`config.mk`:
```
export PLATFORM = sky130hd
export DESIGN_NAME = led_hsv_color_controller
export DESIGN_NICKNAME = d
export VERILOG_FILES = /design/src/hw/rtl/lhc_pkg.sv /design/src/hw/rtl/led_hsv_color_controller.sv /design/src/hw/rtl/lhc_div.sv
export VERILOG_INCLUDE_DIRS = /design/src /design/src/hw/rtl
export SDC_FILE = /design/constraint.sdc
export NUM_CORES = 2
export LEC_CHECK = 0
export CAP_MARGIN = 15
export CELL_PAD_IN_SITES_DETAIL_PLACEMENT = 1
export CELL_PAD_IN_SITES_GLOBAL_PLACEMENT = 1
export CORE_UTILIZATION = 50
export CTS_BUF_LIST = sky130_fd_sc_hd__clkbuf_8
export CTS_CLUSTER_SIZE = 10
export DETAILED_ROUTE_END_ITERATION = 7
export DONT_BUFFER_PORTS = 1
export PLACE_DENSITY = 0.89
export SETUP_SLACK_MARGIN = 0.02
export SYNTH_ARGS = -nofsm -noshare
export SYNTH_HDL_FRONTEND = slang
export SYNTH_SLANG_ARGS = --single-unit
```
`constraint.sdc`:
```
create_clock -name clk -period 16.4 [get_ports clk]
set_input_delay 3.28 -clock clk [delete_from_list [all_inputs] [get_ports clk]]
set_output_delay 3.28 -clock clk [all_outputs]
set_load 0.02 [all_outputs]
```
`src/hw/rtl/assert_macros.svh`:
```
// Assertion macros shared by the RTL modules of the LED color controller.
`ifndef ASSERT_MACROS_SVH
`define ASSERT_MACROS_SVH
`ifndef SYNTHESIS
// Same-cycle implication, sampled on clk, off during reset.
`define LHC_ASSERT_IMP(lbl, ante, cons) \
  lbl: assert property (@(posedge clk) disable iff (!rst_n) (ante) |-> (cons)) \
    else $error("implication check failed");
// Next-cycle implication, sampled on clk, off during reset.
`define LHC_ASSERT_NXT(lbl, ante, cons) \
  lbl: assert property (@(posedge clk) disable iff (!rst_n) (ante) |=> (cons)) \
    else $error("next-cycle check failed");
`else
`define LHC_ASSERT_IMP(lbl, ante, cons)
`define LHC_ASSERT_NXT(lbl, ante, cons)
`endif
`endif

```
`src/hw/rtl/lhc_pkg.sv`:
```
// Shared constants and types of the LED HSV color controller.
`default_nettype none
package lhc_pkg;

  localparam logic [1:0] KIND_POWER  = 2'd0;
  localparam logic [1:0] KIND_HUE    = 2'd1;
  localparam logic [1:0] KIND_SAT    = 2'd2;
  localparam logic [1:0] KIND_BRIGHT = 2'd3;

  localparam int DIVIDEND_W = 17;
  localparam int DIVISOR_W  = 9;
  localparam int DIV_CNT_W  = 5;

  localparam logic [DIVISOR_W-1:0] SECTOR     = 9'd43;
  localparam logic [8:0]           GREEN_BASE = 9'd85;
  localparam logic [8:0]           BLUE_BASE  = 9'd171;
  localparam logic [DIVISOR_W-1:0] FULL_SCALE = 9'd255;
  localparam logic [DIVISOR_W-1:0] HUE_MAX    = 9'd360;
  localparam logic [DIVISOR_W-1:0] PCT_MAX    = 9'd100;

  typedef struct packed {
    logic                  start;
    logic [DIVIDEND_W-1:0] dividend;
    logic [DIVISOR_W-1:0]  divisor;
  } div_req_t;

  typedef struct packed {
    logic                  done;
    logic [DIVIDEND_W-1:0] quotient;
  } div_rsp_t;

endpackage
`default_nettype wire

```
`src/hw/rtl/led_hsv_color_controller.sv`:
```
// Top level: command sequencer and color state of the LED HSV color controller.
`default_nettype none
`include "assert_macros.svh"
// Keeps an 8-bit RGB color and applies one power, hue, saturation or brightness
// command per transaction, returning the new drive plus the reported power, hue
// (degrees) and saturation/brightness (percent). Every division runs on the one
// shared serial divider. A power command runs up to five divisions; an HSV
// command runs up to nine divisions. in_stall is high while a command is in
// progress; a finished result waits in the output register until taken.
module led_hsv_color_controller (
  input  wire logic       clk,
  input  wire logic       rst_n,
  input  wire logic       in_valid,
  output logic            in_stall,
  input  wire logic [1:0] in_kind,
  input  wire logic [8:0] in_value,
  output logic            out_valid,
  input  wire logic       out_stall,
  output logic [7:0]      out_red,
  output logic [7:0]      out_green,
  output logic [7:0]      out_blue,
  output logic            out_power_on,
  output logic [8:0]      out_hue_degrees,
  output logic [6:0]      out_saturation_percent,
  output logic [6:0]      out_brightness_percent
);

  typedef enum logic [13:0] {
    S_IDLE    = 14'b00000000000001,
    S_HSV     = 14'b00000000000010,
    S_WAIT_S  = 14'b00000000000100,
    S_WAIT_H  = 14'b00000000001000,
    S_NEXT    = 14'b00000000010000,
    S_WAIT_SC = 14'b00000000100000,
    S_WAIT_RG = 14'b00000001000000,
    S_RGB_A   = 14'b00000010000000,
    S_RGB_B   = 14'b00000100000000,
    S_WAIT_OH = 14'b00001000000000,
    S_WAIT_OS = 14'b00010000000000,
    S_WAIT_OV = 14'b00100000000000,
    S_DONE    = 14'b01000000000000,
    S_SPARE   = 14'b10000000000000
  } state_t;

  state_t           state_r, state_nxt;
  logic [7:0]       red_r, red_nxt, grn_r, grn_nxt, blu_r, blu_nxt;
  logic [7:0]       h_r, h_nxt, s_r, s_nxt, v_r, v_nxt;
  logic [1:0]       kind_r, kind_nxt;
  logic [8:0]       value_r, value_nxt;
  logic             post_r, post_nxt;
  logic [2:0]       region_r, region_nxt;
  logic [7:0]       rem_r, rem_nxt;
  logic [7:0]       sr1_r, sr1_nxt, sr2_r, sr2_nxt, p_r, p_nxt;
  logic [8:0]       hdeg_r, hdeg_nxt;
  logic [6:0]       spct_r, spct_nxt;
  logic [6:0]       bpct_r, bpct_nxt;
  logic             ovalid_r, ovalid_nxt;
  logic [7:0]       ored_r, ored_nxt, ogrn_r, ogrn_nxt, oblu_r, oblu_nxt;
  logic [8:0]       ohue_r, ohue_nxt;
  logic [6:0]       osat_r, osat_nxt, obri_r, obri_nxt;

  lhc_pkg::div_req_t div_req;
  lhc_pkg::div_rsp_t div_rsp;

  logic [7:0]  hi, lo, span, da, db, mag;
  logic        neg;
  logic [8:0]  base;
  logic [8:0]  hue9;
  logic [8:0]  hue_sat;
  logic [6:0]  pct_sat;
  logic [7:0]  qlo;
  logic [7:0]  comp_new;
  logic [15:0] prod_a, prod_b, prod_c;
  logic [8:0]  sect_off;
  logic        out_free;

  lhc_div u_div (
    .clk  (clk),
    .rst_n(rst_n),
    .req  (div_req),
    .rsp  (div_rsp)
  );

  // Max, min and the hue difference of the current color.
  always_comb begin
    hi   = (red_r > grn_r) ? red_r : grn_r;
    hi   = (hi > blu_r) ? hi : blu_r;
    lo   = (red_r < grn_r) ? red_r : grn_r;
    lo   = (lo < blu_r) ? lo : blu_r;
    span = hi - lo;
    if (hi == red_r) begin
      da = grn_r; db = blu_r; base = 9'd0;
    end else if (hi == grn_r) begin
      da = blu_r; db = red_r; base = lhc_pkg::GREEN_BASE;
    end else begin
      da = red_r; db = grn_r; base = lhc_pkg::BLUE_BASE;
    end
    neg = (da < db);
    mag = neg ? (db - da) : (da - db);
  end

  assign qlo      = div_rsp.quotient[7:0];
  assign hue9     = neg ? (base - {1'b0, qlo}) : (base + {1'b0, qlo});
  assign hue_sat  = (value_r > lhc_pkg::HUE_MAX) ? lhc_pkg::HUE_MAX : value_r;
  assign pct_sat  = (value_r > lhc_pkg::PCT_MAX) ? 7'(lhc_pkg::PCT_MAX) : value_r[6:0];
  assign out_free = !ovalid_r || !out_stall;
  assign sect_off = 9'({1'b0, h_r} - 9'(qlo * 8'd43));

  always_comb begin
    state_nxt  = state_r;
    red_nxt    = red_r;
    grn_nxt    = grn_r;
    blu_nxt    = blu_r;
    h_nxt      = h_r;
    s_nxt      = s_r;
    v_nxt      = v_r;
    kind_nxt   = kind_r;
    value_nxt  = value_r;
    post_nxt   = post_r;
    region_nxt = region_r;
    rem_nxt    = rem_r;
    sr1_nxt    = sr1_r;
    sr2_nxt    = sr2_r;
    p_nxt      = p_r;
    hdeg_nxt   = hdeg_r;
    spct_nxt   = spct_r;
    bpct_nxt   = bpct_r;
    ovalid_nxt = ovalid_r && out_stall;
    ored_nxt   = ored_r;
    ogrn_nxt   = ogrn_r;
    oblu_nxt   = oblu_r;
    ohue_nxt   = ohue_r;
    osat_nxt   = osat_r;
    obri_nxt   = obri_r;
    div_req    = '0;
    comp_new   = '0;
    prod_a     = '0;
    prod_b     = '0;
    prod_c     = '0;

    unique case (state_r)
      S_IDLE: begin
        if (in_valid) begin
          kind_nxt  = in_kind;
          value_nxt = in_value;
          if (in_kind == lhc_pkg::KIND_POWER) begin
            post_nxt = 1'b1;
            if (in_value != 9'd0) begin
              if (red_r == 8'd0) red_nxt = 8'hFF;
              if (grn_r == 8'd0) grn_nxt = 8'hFF;
              if (blu_r == 8'd0) blu_nxt = 8'hFF;
            end else begin
              red_nxt = '0;
              grn_nxt = '0;
              blu_nxt = '0;
            end
          end else begin
            post_nxt = 1'b0;
          end
          state_nxt = S_HSV;
        end
      end
      S_HSV: begin
        v_nxt = hi;
        h_nxt = '0;
        s_nxt = '0;
        if (hi == 8'd0) begin
          state_nxt = S_NEXT;
        end else begin
          div_req.start    = 1'b1;
          div_req.dividend = 17'({span, 8'd0} - {8'd0, span});
          div_req.divisor  = {1'b0, hi};
          state_nxt        = S_WAIT_S;
        end
      end
      S_WAIT_S: begin
        if (div_rsp.done) begin
          s_nxt = qlo;
          if (qlo == 8'd0 || span == 8'd0) begin
            state_nxt = S_NEXT;
          end else begin
            div_req.start    = 1'b1;
            div_req.dividend = 17'(mag * 8'd43);
            div_req.divisor  = {1'b0, span};
            state_nxt        = S_WAIT_H;
          end
        end
      end
      S_WAIT_H: begin
        if (div_rsp.done) begin
          h_nxt     = hue9[7:0];
          state_nxt = S_NEXT;
        end
      end
      S_NEXT: begin
        div_req.start = 1'b1;
        if (post_r) begin
          div_req.dividend = 17'(h_r * lhc_pkg::HUE_MAX);
          div_req.divisor  = lhc_pkg::FULL_SCALE;
          state_nxt        = S_WAIT_OH;
        end else if (kind_r == lhc_pkg::KIND_HUE) begin
          div_req.dividend = 17'({hue_sat, 8'd0} - {8'd0, hue_sat});
          div_req.divisor  = lhc_pkg::HUE_MAX;
          state_nxt        = S_WAIT_SC;
        end else begin
          div_req.dividend = 17'({pct_sat, 8'd0} - {8'd0, pct_sat});
          div_req.divisor  = lhc_pkg::PCT_MAX;
          state_nxt        = S_WAIT_SC;
        end
      end
      S_WAIT_SC: begin
        if (div_rsp.done) begin
          comp_new = (kind_r == lhc_pkg::KIND_SAT) ? qlo : s_r;
          case (kind_r)
            lhc_pkg::KIND_HUE: h_nxt = qlo;
            lhc_pkg::KIND_SAT: s_nxt = qlo;
            default:           v_nxt = qlo;
          endcase
          post_nxt = 1'b1;
          if (comp_new == 8'd0) begin
            // Gray: all channels take the value.
            red_nxt   = (kind_r == lhc_pkg::KIND_BRIGHT) ? qlo : v_r;
            grn_nxt   = red_nxt;
            blu_nxt   = red_nxt;
            state_nxt = S_HSV;
          end else begin
            state_nxt = S_RGB_A;
          end
        end
      end
      S_RGB_A: begin
        div_req.start    = 1'b1;
        div_req.dividend = {9'd0, h_r};
        div_req.divisor  = lhc_pkg::SECTOR;
        state_nxt        = S_WAIT_RG;
      end
      S_WAIT_RG: begin
        if (div_rsp.done) begin
          region_nxt = div_rsp.quotient[2:0];
          rem_nxt    = 8'({sect_off[5:0], 2'b00} + {1'b0, sect_off[5:0], 1'b0});
          state_nxt  = S_RGB_B;
        end
      end
      S_RGB_B: begin
        prod_a  = s_r * rem_r;
        prod_b  = s_r * (8'hFF - rem_r);
        prod_c  = v_r * (8'hFF - s_r);
        sr1_nxt = prod_a[15:8];
        sr2_nxt = prod_b[15:8];
        p_nxt   = prod_c[15:8];
        // Final channel products next cycle; reuse the sequencer spare slot.
        state_nxt = S_SPARE;
      end
      S_SPARE: begin
        prod_a = v_r * (8'hFF - sr1_r);
        prod_b = v_r * (8'hFF - sr2_r);
        case (region_r)
          3'd0:    begin red_nxt = v_r;          grn_nxt = prod_b[15:8]; blu_nxt = p_r; end
          3'd1:    begin red_nxt = prod_a[15:8]; grn_nxt = v_r;          blu_nxt = p_r; end
          3'd2:    begin red_nxt = p_r;          grn_nxt = v_r;  blu_nxt = prod_b[15:8]; end
          3'd3:    begin red_nxt = p_r;  grn_nxt = prod_a[15:8];         blu_nxt = v_r; end
          3'd4:    begin red_nxt = prod_b[15:8]; grn_nxt = p_r;          blu_nxt = v_r; end
          default: begin red_nxt = v_r;  grn_nxt = p_r;  blu_nxt = prod_a[15:8]; end
        endcase
        state_nxt = S_HSV;
      end
      S_WAIT_OH: begin
        if (div_rsp.done) begin
          hdeg_nxt         = div_rsp.quotient[8:0];
          div_req.start    = 1'b1;
          div_req.dividend = 17'(s_r * lhc_pkg::PCT_MAX);
          div_req.divisor  = lhc_pkg::FULL_SCALE;
          state_nxt        = S_WAIT_OS;
        end
      end
      S_WAIT_OS: begin
        if (div_rsp.done) begin
          spct_nxt         = div_rsp.quotient[6:0];
          div_req.start    = 1'b1;
          div_req.dividend = 17'(v_r * lhc_pkg::PCT_MAX);
          div_req.divisor  = lhc_pkg::FULL_SCALE;
          state_nxt        = S_WAIT_OV;
        end
      end
      S_WAIT_OV: begin
        if (div_rsp.done) begin
          bpct_nxt  = div_rsp.quotient[6:0];
          state_nxt = S_DONE;
        end
      end
      S_DONE: begin
        // Hold until the output register is free.
        if (out_free) begin
          ovalid_nxt = 1'b1;
          ored_nxt   = red_r;
          ogrn_nxt   = grn_r;
          oblu_nxt   = blu_r;
          ohue_nxt   = hdeg_r;
          osat_nxt   = spct_r;
          obri_nxt   = bpct_r;
          state_nxt  = S_IDLE;
        end
      end
      default: state_nxt = S_IDLE;
    endcase
  end

  always_ff @(posedge clk) begin
    if (!rst_n) begin
      state_r  <= S_IDLE;
      red_r    <= '0;
      grn_r    <= '0;
      blu_r    <= '0;
      post_r   <= 1'b0;
      ovalid_r <= 1'b0;
    end else begin
      state_r  <= state_nxt;
      red_r    <= red_nxt;
      grn_r    <= grn_nxt;
      blu_r    <= blu_nxt;
      post_r   <= post_nxt;
      ovalid_r <= ovalid_nxt;
    end
    h_r      <= h_nxt;
    s_r      <= s_nxt;
    v_r      <= v_nxt;
    kind_r   <= kind_nxt;
    value_r  <= value_nxt;
    region_r <= region_nxt;
    rem_r    <= rem_nxt;
    sr1_r    <= sr1_nxt;
    sr2_r    <= sr2_nxt;
    p_r      <= p_nxt;
    hdeg_r   <= hdeg_nxt;
    spct_r   <= spct_nxt;
    bpct_r   <= bpct_nxt;
    ored_r   <= ored_nxt;
    ogrn_r   <= ogrn_nxt;
    oblu_r   <= oblu_nxt;
    ohue_r   <= ohue_nxt;
    osat_r   <= osat_nxt;
    obri_r   <= obri_nxt;
  end

  assign in_stall               = (state_r != S_IDLE);
  assign out_valid              = ovalid_r;
  assign out_red                = ored_r;
  assign out_green              = ogrn_r;
  assign out_blue               = oblu_r;
  assign out_power_on           = |{ored_r, ogrn_r, oblu_r};
  assign out_hue_degrees        = ohue_r;
  assign out_saturation_percent = osat_r;
  assign out_brightness_percent = obri_r;

  `LHC_ASSERT_NXT(a_accept_busy, in_valid && !in_stall, in_stall)
  `LHC_ASSERT_IMP(a_div_idle_wait, div_req.start, state_r != S_IDLE && state_r != S_DONE)
  `LHC_ASSERT_NXT(a_done_loads, state_r == S_DONE && out_free, out_valid && !in_stall)

endmodule
`default_nettype wire

```
`src/hw/rtl/lhc_div.sv`:
```
// Shared restoring divider, one quotient bit per cycle.
`default_nettype none
`include "assert_macros.svh"
module lhc_div (
  input  wire logic             clk,
  input  wire logic             rst_n,
  input  wire lhc_pkg::div_req_t req,
  output lhc_pkg::div_rsp_t     rsp
);

  logic                                   busy_r, busy_nxt;
  logic                                   done_r, done_nxt;
  logic [lhc_pkg::DIV_CNT_W-1:0]          cnt_r, cnt_nxt;
  logic [lhc_pkg::DIVIDEND_W-1:0]         quo_r, quo_nxt;
  logic [lhc_pkg::DIVISOR_W-1:0]          rem_r, rem_nxt;
  logic [lhc_pkg::DIVISOR_W-1:0]          den_r, den_nxt;
  logic [lhc_pkg::DIVISOR_W:0]            cand;

  always_comb begin
    busy_nxt = busy_r;
    done_nxt = 1'b0;
    cnt_nxt  = cnt_r;
    quo_nxt  = quo_r;
    rem_nxt  = rem_r;
    den_nxt  = den_r;
    cand     = {rem_r, quo_r[lhc_pkg::DIVIDEND_W-1]};
    if (busy_r) begin
      if (cand >= {1'b0, den_r}) begin
        rem_nxt = lhc_pkg::DIVISOR_W'(cand - {1'b0, den_r});
        quo_nxt = {quo_r[lhc_pkg::DIVIDEND_W-2:0], 1'b1};
      end else begin
        rem_nxt = cand[lhc_pkg::DIVISOR_W-1:0];
        quo_nxt = {quo_r[lhc_pkg::DIVIDEND_W-2:0], 1'b0};
      end
      cnt_nxt = cnt_r + 1'b1;
      if (cnt_r == lhc_pkg::DIV_CNT_W'(lhc_pkg::DIVIDEND_W - 1)) begin
        busy_nxt = 1'b0;
        done_nxt = 1'b1;
      end
    end else if (req.start) begin
      busy_nxt = 1'b1;
      cnt_nxt  = '0;
      quo_nxt  = req.dividend;
      rem_nxt  = '0;
      den_nxt  = req.divisor;
    end
  end

  always_ff @(posedge clk) begin
    if (!rst_n) begin
      busy_r <= 1'b0;
      done_r <= 1'b0;
      cnt_r  <= '0;
    end else begin
      busy_r <= busy_nxt;
      done_r <= done_nxt;
      cnt_r  <= cnt_nxt;
    end
    quo_r <= quo_nxt;
    rem_r <= rem_nxt;
    den_r <= den_nxt;
  end

  assign rsp.done     = done_r;
  assign rsp.quotient = quo_r;

  `LHC_ASSERT_NXT(a_start_busy, req.start && !busy_r, busy_r)
  `LHC_ASSERT_IMP(a_no_restart, busy_r, !req.start)
  `LHC_ASSERT_IMP(a_done_idle, done_r, !busy_r)

endmodule
`default_nettype wire
```
# ---- Word level (Yosys, flattened, before mapping)
# Index checks and enable logic that the tools add are counted.
dict set report word_totals {
  ff_bits 222
  in_bits 15
  out_inout_bits 50
  wordCells 236
}
dict set report classes {
  add_sub_neg 16
  mul 10
  n_lt_le_gt_ge 8
  n_eq_ne 41
  n_mux 86
  bitwise_logic 1
  reduce_logical 43
}
# operator count
set op_table {}
lappend op_table {{2-to-1 mux 8 bit} 36}
lappend op_table {{case mux 14 bit (14 select lines)} 1}
lappend op_table {{case mux 8 bit (3 select lines)} 8}
lappend op_table {{case mux 27 bit (6 select lines)} 1}
lappend op_table {{2-to-1 mux 27 bit} 5}
lappend op_table {{2-to-1 mux 14 bit} 9}
lappend op_table {{multiplier 9 x 9 -> 16 bit} 4}
lappend op_table {{logical NOT 8 bit} 7}
lappend op_table {{2-to-1 mux 26 bit} 2}
lappend op_table {{2-to-1 mux 9 bit} 4}
lappend op_table {{subtractor 8 x 8 -> 9 bit (first input constant)} 4}
lappend op_table {{2-to-1 mux 17 bit} 2}
lappend op_table {{subtractor 8 bit} 4}
lappend op_table {{multiplier 8 x 6 -> 14 bit (second input constant)} 2}
lappend op_table {{multiplier 8 x 5 -> 13 bit (second input constant)} 2}
lappend op_table {{< comparator 8 bit} 3}
lappend op_table {{OR reduction 24 bit} 1}
lappend op_table {{2-to-1 mux 5 bit} 4}
lappend op_table {{AND reduction 6 bit} 3}
lappend op_table {{subtractor 16 x 8 -> 17 bit} 1}
lappend op_table {{subtractor 17 x 9 -> 17 bit} 1}
lappend op_table {{== test 8 bit} 2}
lappend op_table {{greater-than comparator 8 bit} 2}
lappend op_table {{multiplier 8 x 8 -> 16 bit} 1}
lappend op_table {{other kinds (53)} 96}

# ---- Longest topological paths before layout
dict set report logic_depth {
  word_depth 15
  ltp_mapped 53
  mapped_depth_nobuf 48
}

# ---- Cells and area by module
# Synthesis repeated with hierarchy kept, for this count alone.
dict set report hier_totals {
  cells_unflattened 2978
  area_unflattened_um2 27248.6
}
# mod n_inst cells_each area_each_um2 seq_area_each_um2
set modules_own_cells {}
lappend modules_own_cells {led_hsv_color_controller 1 2800 25060.3 4974.8}
lappend modules_own_cells {lhc_div 1 178 2188.3 1191.1}

# ---- Least setup slack after synthesis
# No wires, ideal clock.
dict set report synth_path {
  kind {reg2reg}
  from {register grn_r[7]}
  to {register u_div.quo_r[12] (netlist bit) (data pin)}
  setup_time_ns 0.259
  arrival_ns 10.425
  required_ns 16.141
  path_slack_ns 5.716
  path_stages_with_launch 51
  n_path_buf 6
  period_less_slack_ns 10.684
  cell_sequence {dfxtp_1 clkbuf_1 inv_1 ha_1 nand4_2 nand2b_1 a21o_1 buf_4 nand3_1 nand2_1 ha_1 nor2b_1 o211ai_2 a211oi_4 buf_4 nor3_1 a311o_1 a222oi_1 [15 not listed] a21o_1 o2111a_1 a211oi_1 ha_1 inv_1 fa_1 fa_1 inv_1 ha_1 a21o_1 a21oi_1 o21ai_0 a21o_1 a21o_1 a21oi_1 xnor2_1 a41o_1 a211o_1}
}
dict set report synth_via {
  elab_chain_len 15
  word_cells_on_any_way 30
  cone_classes {add/sub: 4; mul: 1; order compare: 5; eq/ne: 2; mux: 15; reduce/logical: 3}
}
# item line
set synth_rtl {}
lappend synth_rtl {{start: declaration} led_hsv_color_controller.sv:46} ;# logic [7:0] red_r, red_nxt, grn_r, grn_nxt, blu_r, blu_nxt;
lappend synth_rtl {{start signal: assignment} led_hsv_color_controller.sv:319} ;# grn_r <= grn_nxt;
lappend synth_rtl {{greater-than comparator 8 bit} led_hsv_color_controller.sv:86} ;# hi = (red_r > grn_r) ? red_r : grn_r;
lappend synth_rtl {{2-to-1 mux 8 bit} led_hsv_color_controller.sv:86}
lappend synth_rtl {{greater-than comparator 8 bit} led_hsv_color_controller.sv:87} ;# hi = (hi > blu_r) ? hi : blu_r;
lappend synth_rtl {{2-to-1 mux 8 bit} led_hsv_color_controller.sv:87}
lappend synth_rtl {{== test 8 bit} led_hsv_color_controller.sv:93} ;# end else if (hi == grn_r) begin
lappend synth_rtl {{2-to-1 mux 8 bit} led_hsv_color_controller.sv:93}
lappend synth_rtl {{2-to-1 mux 8 bit} led_hsv_color_controller.sv:91} ;# if (hi == red_r) begin
lappend synth_rtl {{subtractor 8 bit / < comparator 8 bit (equally long branches)} {led_hsv_color_controller.sv:99, led_hsv_color_controller.sv:98}}
lappend synth_rtl {{2-to-1 mux 8 bit} led_hsv_color_controller.sv:99} ;# mag = neg ? (db - da) : (da - db);
lappend synth_rtl {{multiplier 8 x 6 -> 14 bit} led_hsv_color_controller.sv:183} ;# div_req.dividend = 17'(mag * 8'd43);
lappend synth_rtl {{2-to-1 mux 27 bit} led_hsv_color_controller.sv:179} ;# if (qlo == 8'd0 || span == 8'd0) begin
lappend synth_rtl {{2-to-1 mux 27 bit} led_hsv_color_controller.sv:177} ;# if (div_rsp.done) begin
lappend synth_rtl {{case mux 27 bit (6 select lines) (*)} led_hsv_color_controller.sv:141} ;# unique case (state_r)
lappend synth_rtl {{2-to-1 mux 17 bit (*)} lhc_div.sv:40} ;# end else if (req.start) begin
lappend synth_rtl {{2-to-1 mux 17 bit (*)} lhc_div.sv:27} ;# if (busy_r) begin
lappend synth_rtl {{named net u_div.quo_nxt, one bit} lhc_div.sv:14} ;# logic [lhc_pkg::DIVIDEND_W-1:0] quo_r, quo_nxt;
lappend synth_rtl {{end signal: assignment} lhc_div.sv:59} ;# quo_r <= quo_nxt;
lappend synth_rtl {{end: declaration} lhc_div.sv:14}
# Mark *: on every way through the listed nets, which the timed path passes. The rest lies on a longest branch. The select of a mux whose other input is x is not followed.
# A chain may end at the register's enable or synchronous reset.

# ---- Final worst setup path
dict set report layout_path {
  from {register red_r[0]}
  to {register u_div.quo_r[12] (netlist bit) (data pin)}
}
dict set report layout_via {
  elab_chain_len 15
  word_cells_on_any_way 30
  cone_classes {add/sub: 4; mul: 1; order compare: 5; eq/ne: 2; mux: 15; reduce/logical: 3}
}
# item line
set layout_rtl {}
lappend layout_rtl {{start: declaration} led_hsv_color_controller.sv:46}
lappend layout_rtl {{start signal: assignment} led_hsv_color_controller.sv:318} ;# red_r <= red_nxt;
lappend layout_rtl {{greater-than comparator 8 bit} led_hsv_color_controller.sv:86}
lappend layout_rtl {{2-to-1 mux 8 bit} led_hsv_color_controller.sv:86}
lappend layout_rtl {{greater-than comparator 8 bit} led_hsv_color_controller.sv:87}
lappend layout_rtl {{2-to-1 mux 8 bit} led_hsv_color_controller.sv:87}
lappend layout_rtl {{== test 8 bit} led_hsv_color_controller.sv:93}
lappend layout_rtl {{2-to-1 mux 8 bit} led_hsv_color_controller.sv:93}
lappend layout_rtl {{2-to-1 mux 8 bit} led_hsv_color_controller.sv:91}
lappend layout_rtl {{subtractor 8 bit / < comparator 8 bit (equally long branches)} {led_hsv_color_controller.sv:99, led_hsv_color_controller.sv:98}}
lappend layout_rtl {{2-to-1 mux 8 bit} led_hsv_color_controller.sv:99}
lappend layout_rtl {{multiplier 8 x 6 -> 14 bit} led_hsv_color_controller.sv:183}
lappend layout_rtl {{2-to-1 mux 27 bit} led_hsv_color_controller.sv:179}
lappend layout_rtl {{2-to-1 mux 27 bit} led_hsv_color_controller.sv:177}
lappend layout_rtl {{case mux 27 bit (6 select lines) (*)} led_hsv_color_controller.sv:141}
lappend layout_rtl {{2-to-1 mux 17 bit (*)} lhc_div.sv:40}
lappend layout_rtl {{2-to-1 mux 17 bit (*)} lhc_div.sv:27}
lappend layout_rtl {{named net u_div.quo_nxt, one bit} lhc_div.sv:14}
# Marked as above.

==> reports/qor.yml <==
cp.buffers_inverters: 4
post_cts_buffers: 0
worst_path_most_repeated_cell: "o21ai_0"
start_kind: "register"
die_area_um2: 56080
hold_violations: 0
vias_per_cell: 6.377
slowest_stage: "a2111oi_0"
clock-sinks: 221
worstSkewPairLatency_ns: 0.63
ioPinCount: 65
fin_crit_sh: 0.7833
postCtsResizedCells: 0
yosys_warnings: 0
tns_ns: 0
post-route-min-period_ns: 12.85
syn_to_final_growth_pct: 5.700
rr_startpoint: "red_r[0]$_SDFFE_PN0P_"
final_common_cell: "inv_1"
path_max_fanout: 26
grt_usage: 0.3441
cts.path.max_buffers: 3
clkTransAtPathRegs_ns: 0.07
avgRoutedWirePerCell_um: 25.47
avgSynthCellArea_um2: 8.992
synth_cells: 3066
rsz0062_at_grt: "false"
ys_ff_latch: 221
grt_pass1_vias: 26320
synth_edf_count: 174
critPathCaptureType: "register"
drc: 0
core-area_um2: 54130
status: "completed"
fmax_ghz: 0.07785
slew_viol_final: 0
cp-startpoint: "red_r[0]$_SDFFE_PN0P_"
via_count: 23930
drive_gt1_frac: 0.05234
antenna_left: 0
critPathKind: "register to register"
cp_slowest_stage_delay_ns: 0.94
cts_hold_buf: 0
antenna_found_initial: 1
detail_route.first_pass.iterations: 5
synthesis.nets: 3670
synth_area_um2: 27570
placed_cells: 3674
grt_max_degree: 48
finClkSkew_ns: 0.03607
worst_hold_startpoint: "spct_r[0]$_DFFE_PP_"
ys_seq_area_frac: 0.2237
htree_levels: 2
slew_headroom: 0.1882
fin_ws_ns: 3.554
cpLargestDelayFamily: "compound AO/OA/AOI/OAI gates"
required_ns: 16.78
mostFrequentLayoutCells: "inv_1, ha_1, nand2_1"
final_nets: 3627
dieHeight_um: 236.8
cap_violations: 0
async_flop_share: 0
ys_types: 96
initial_core_util: 0.5093
initialDrtViolationCount: 2206
antenna-diode-count: 0
dp_hpwl_um: 72010
arrival_ns: 13.23
hp-class: "register to register"
cts_root_buffer: "clkbuf_8"
die_x_um: 236.8
cts_tree: "done"
ys.flop_type: "edfxtp_1"
gr-total-overflow: 0
worst_pin_slew_ns: 1.214
drt_wl_total_um: 95610
grt_pass1_wl_um: 149600
cts_buffers: 42
finalSetupViolations: 0
layoutNonFillerInstCount: 3753
port_buffers: 0
pre_cts_ws_ns: 3.821
gp_congestion: 0.9338
rows: 85
[cell type report]
class / instances / area [um^2]
sequential: 221 / 6166
tap: 696 / 870.8
clock inverter: 36 / 290.3
clock buffer: 42 / 578.1
fill: 6213 / 24990
multi-input combinational: 2252 / 19180
timing repair buffer: 40 / 304.0
inverter: 466 / 1749
[routing by layer]
metal / vias up / GRT usage / part of all wire
met2: 1106 / 0.5821 / 0.48
li1: 10420 / - / -
met4: 0 / 0.1828 / 0.055
met1: 12050 / 0.4171 / 0.39
met3: 352 / 0.06132 / 0.075
met5: - / 0 / 0
[cell usage after synthesis, types with 15 or more instances]
library cell | count | share of area
o21a_1 | 20 | 0.0054
nand2_1 | 215 | 0.029
xnor2_1 | 95 | 0.030
clkbuf_1 | 114 | 0.016
nor4_1 | 35 | 0.0079
nor2_1 | 153 | 0.021
and2_1 | 39 | 0.0088
a31oi_1 | 17 | 0.0039
edfxtp_1 | 174 | 0.19
xor2_1 | 53 | 0.017
nor3_1 | 49 | 0.0089
ha_1 | 382 | 0.17
a21o_1 | 53 | 0.014
nand2b_1 | 110 | 0.025
a21oi_1 | 163 | 0.030
fa_1 | 207 | 0.15
nand3_1 | 45 | 0.0082
dfxtp_1 | 47 | 0.034
inv_1 | 460 | 0.063
o22ai_1 | 26 | 0.0059
o211ai_1 | 15 | 0.0041
o21bai_1 | 22 | 0.0060
nor2b_1 | 117 | 0.027
o21ai_0 | 144 | 0.026
[stage by stage]
step	cell area, um^2	hold WS, ns	utilization
detailed placement	28260	0.4057	0.5221
global placement	28260	0.4002	0.5221
floorplan	27570	0.4003	-
global route	29140	0.4170	0.5383
CTS	29130	0.4136	0.5381
finish	29140	0.4124	0.5383
[logic make-up (layout without fill, tap and decap cells)]
| group | after synthesis | count (layout) | synth area share |
|---|---|---|---|
| AO/OA/AOI/OAI | 646 | 646 | 0.1565 |
| XOR/XNOR | 148 | 148 | 0.04702 |
| adder cells (fa/ha/maj) | 589 | 589 | 0.3237 |
| buffers and inverters | 593 | 584 | 0.08156 |
| flip-flops | 221 | 221 | 0.2237 |
| multiplexers | 25 | 25 | 0.009576 |
| AND/OR/NAND/NOR | 844 | 844 | 0.1580 |
[registers in the layout, indices dropped and copies added (netlist names), 8 cells and up]
signal / cells
hdeg_r: 9
sr2_r: 8
out_blue: 8
p_r: 8
state_r: 14
value_r: 9
out_hue_degrees: 9
grn_r: 8
u_div.quo_r: 17
out_red: 8
h_r: 8
s_r: 8
red_r: 8
u_div.rem_r: 9
sr1_r: 8
u_div.den_r: 9
v_r: 8
out_green: 8
blu_r: 8
[path summary, 6_finish.rpt]
check,end,slack (ns),depth (start not counted)
setup / recovery,u_div.quo_r[12]$_DFFE_PP_,3.55,44
hold / removal,out_saturation_percent[0]$_DFFE_PP_,0.41,0
setup reg to reg,u_div.quo_r[12]$_DFFE_PP_,3.55,44
hold reg to reg,out_saturation_percent[0]$_DFFE_PP_,0.41,0
Power is not shown: default switching activity piles up to over one toggle a cycle in this logic, so the estimate is an artifact.
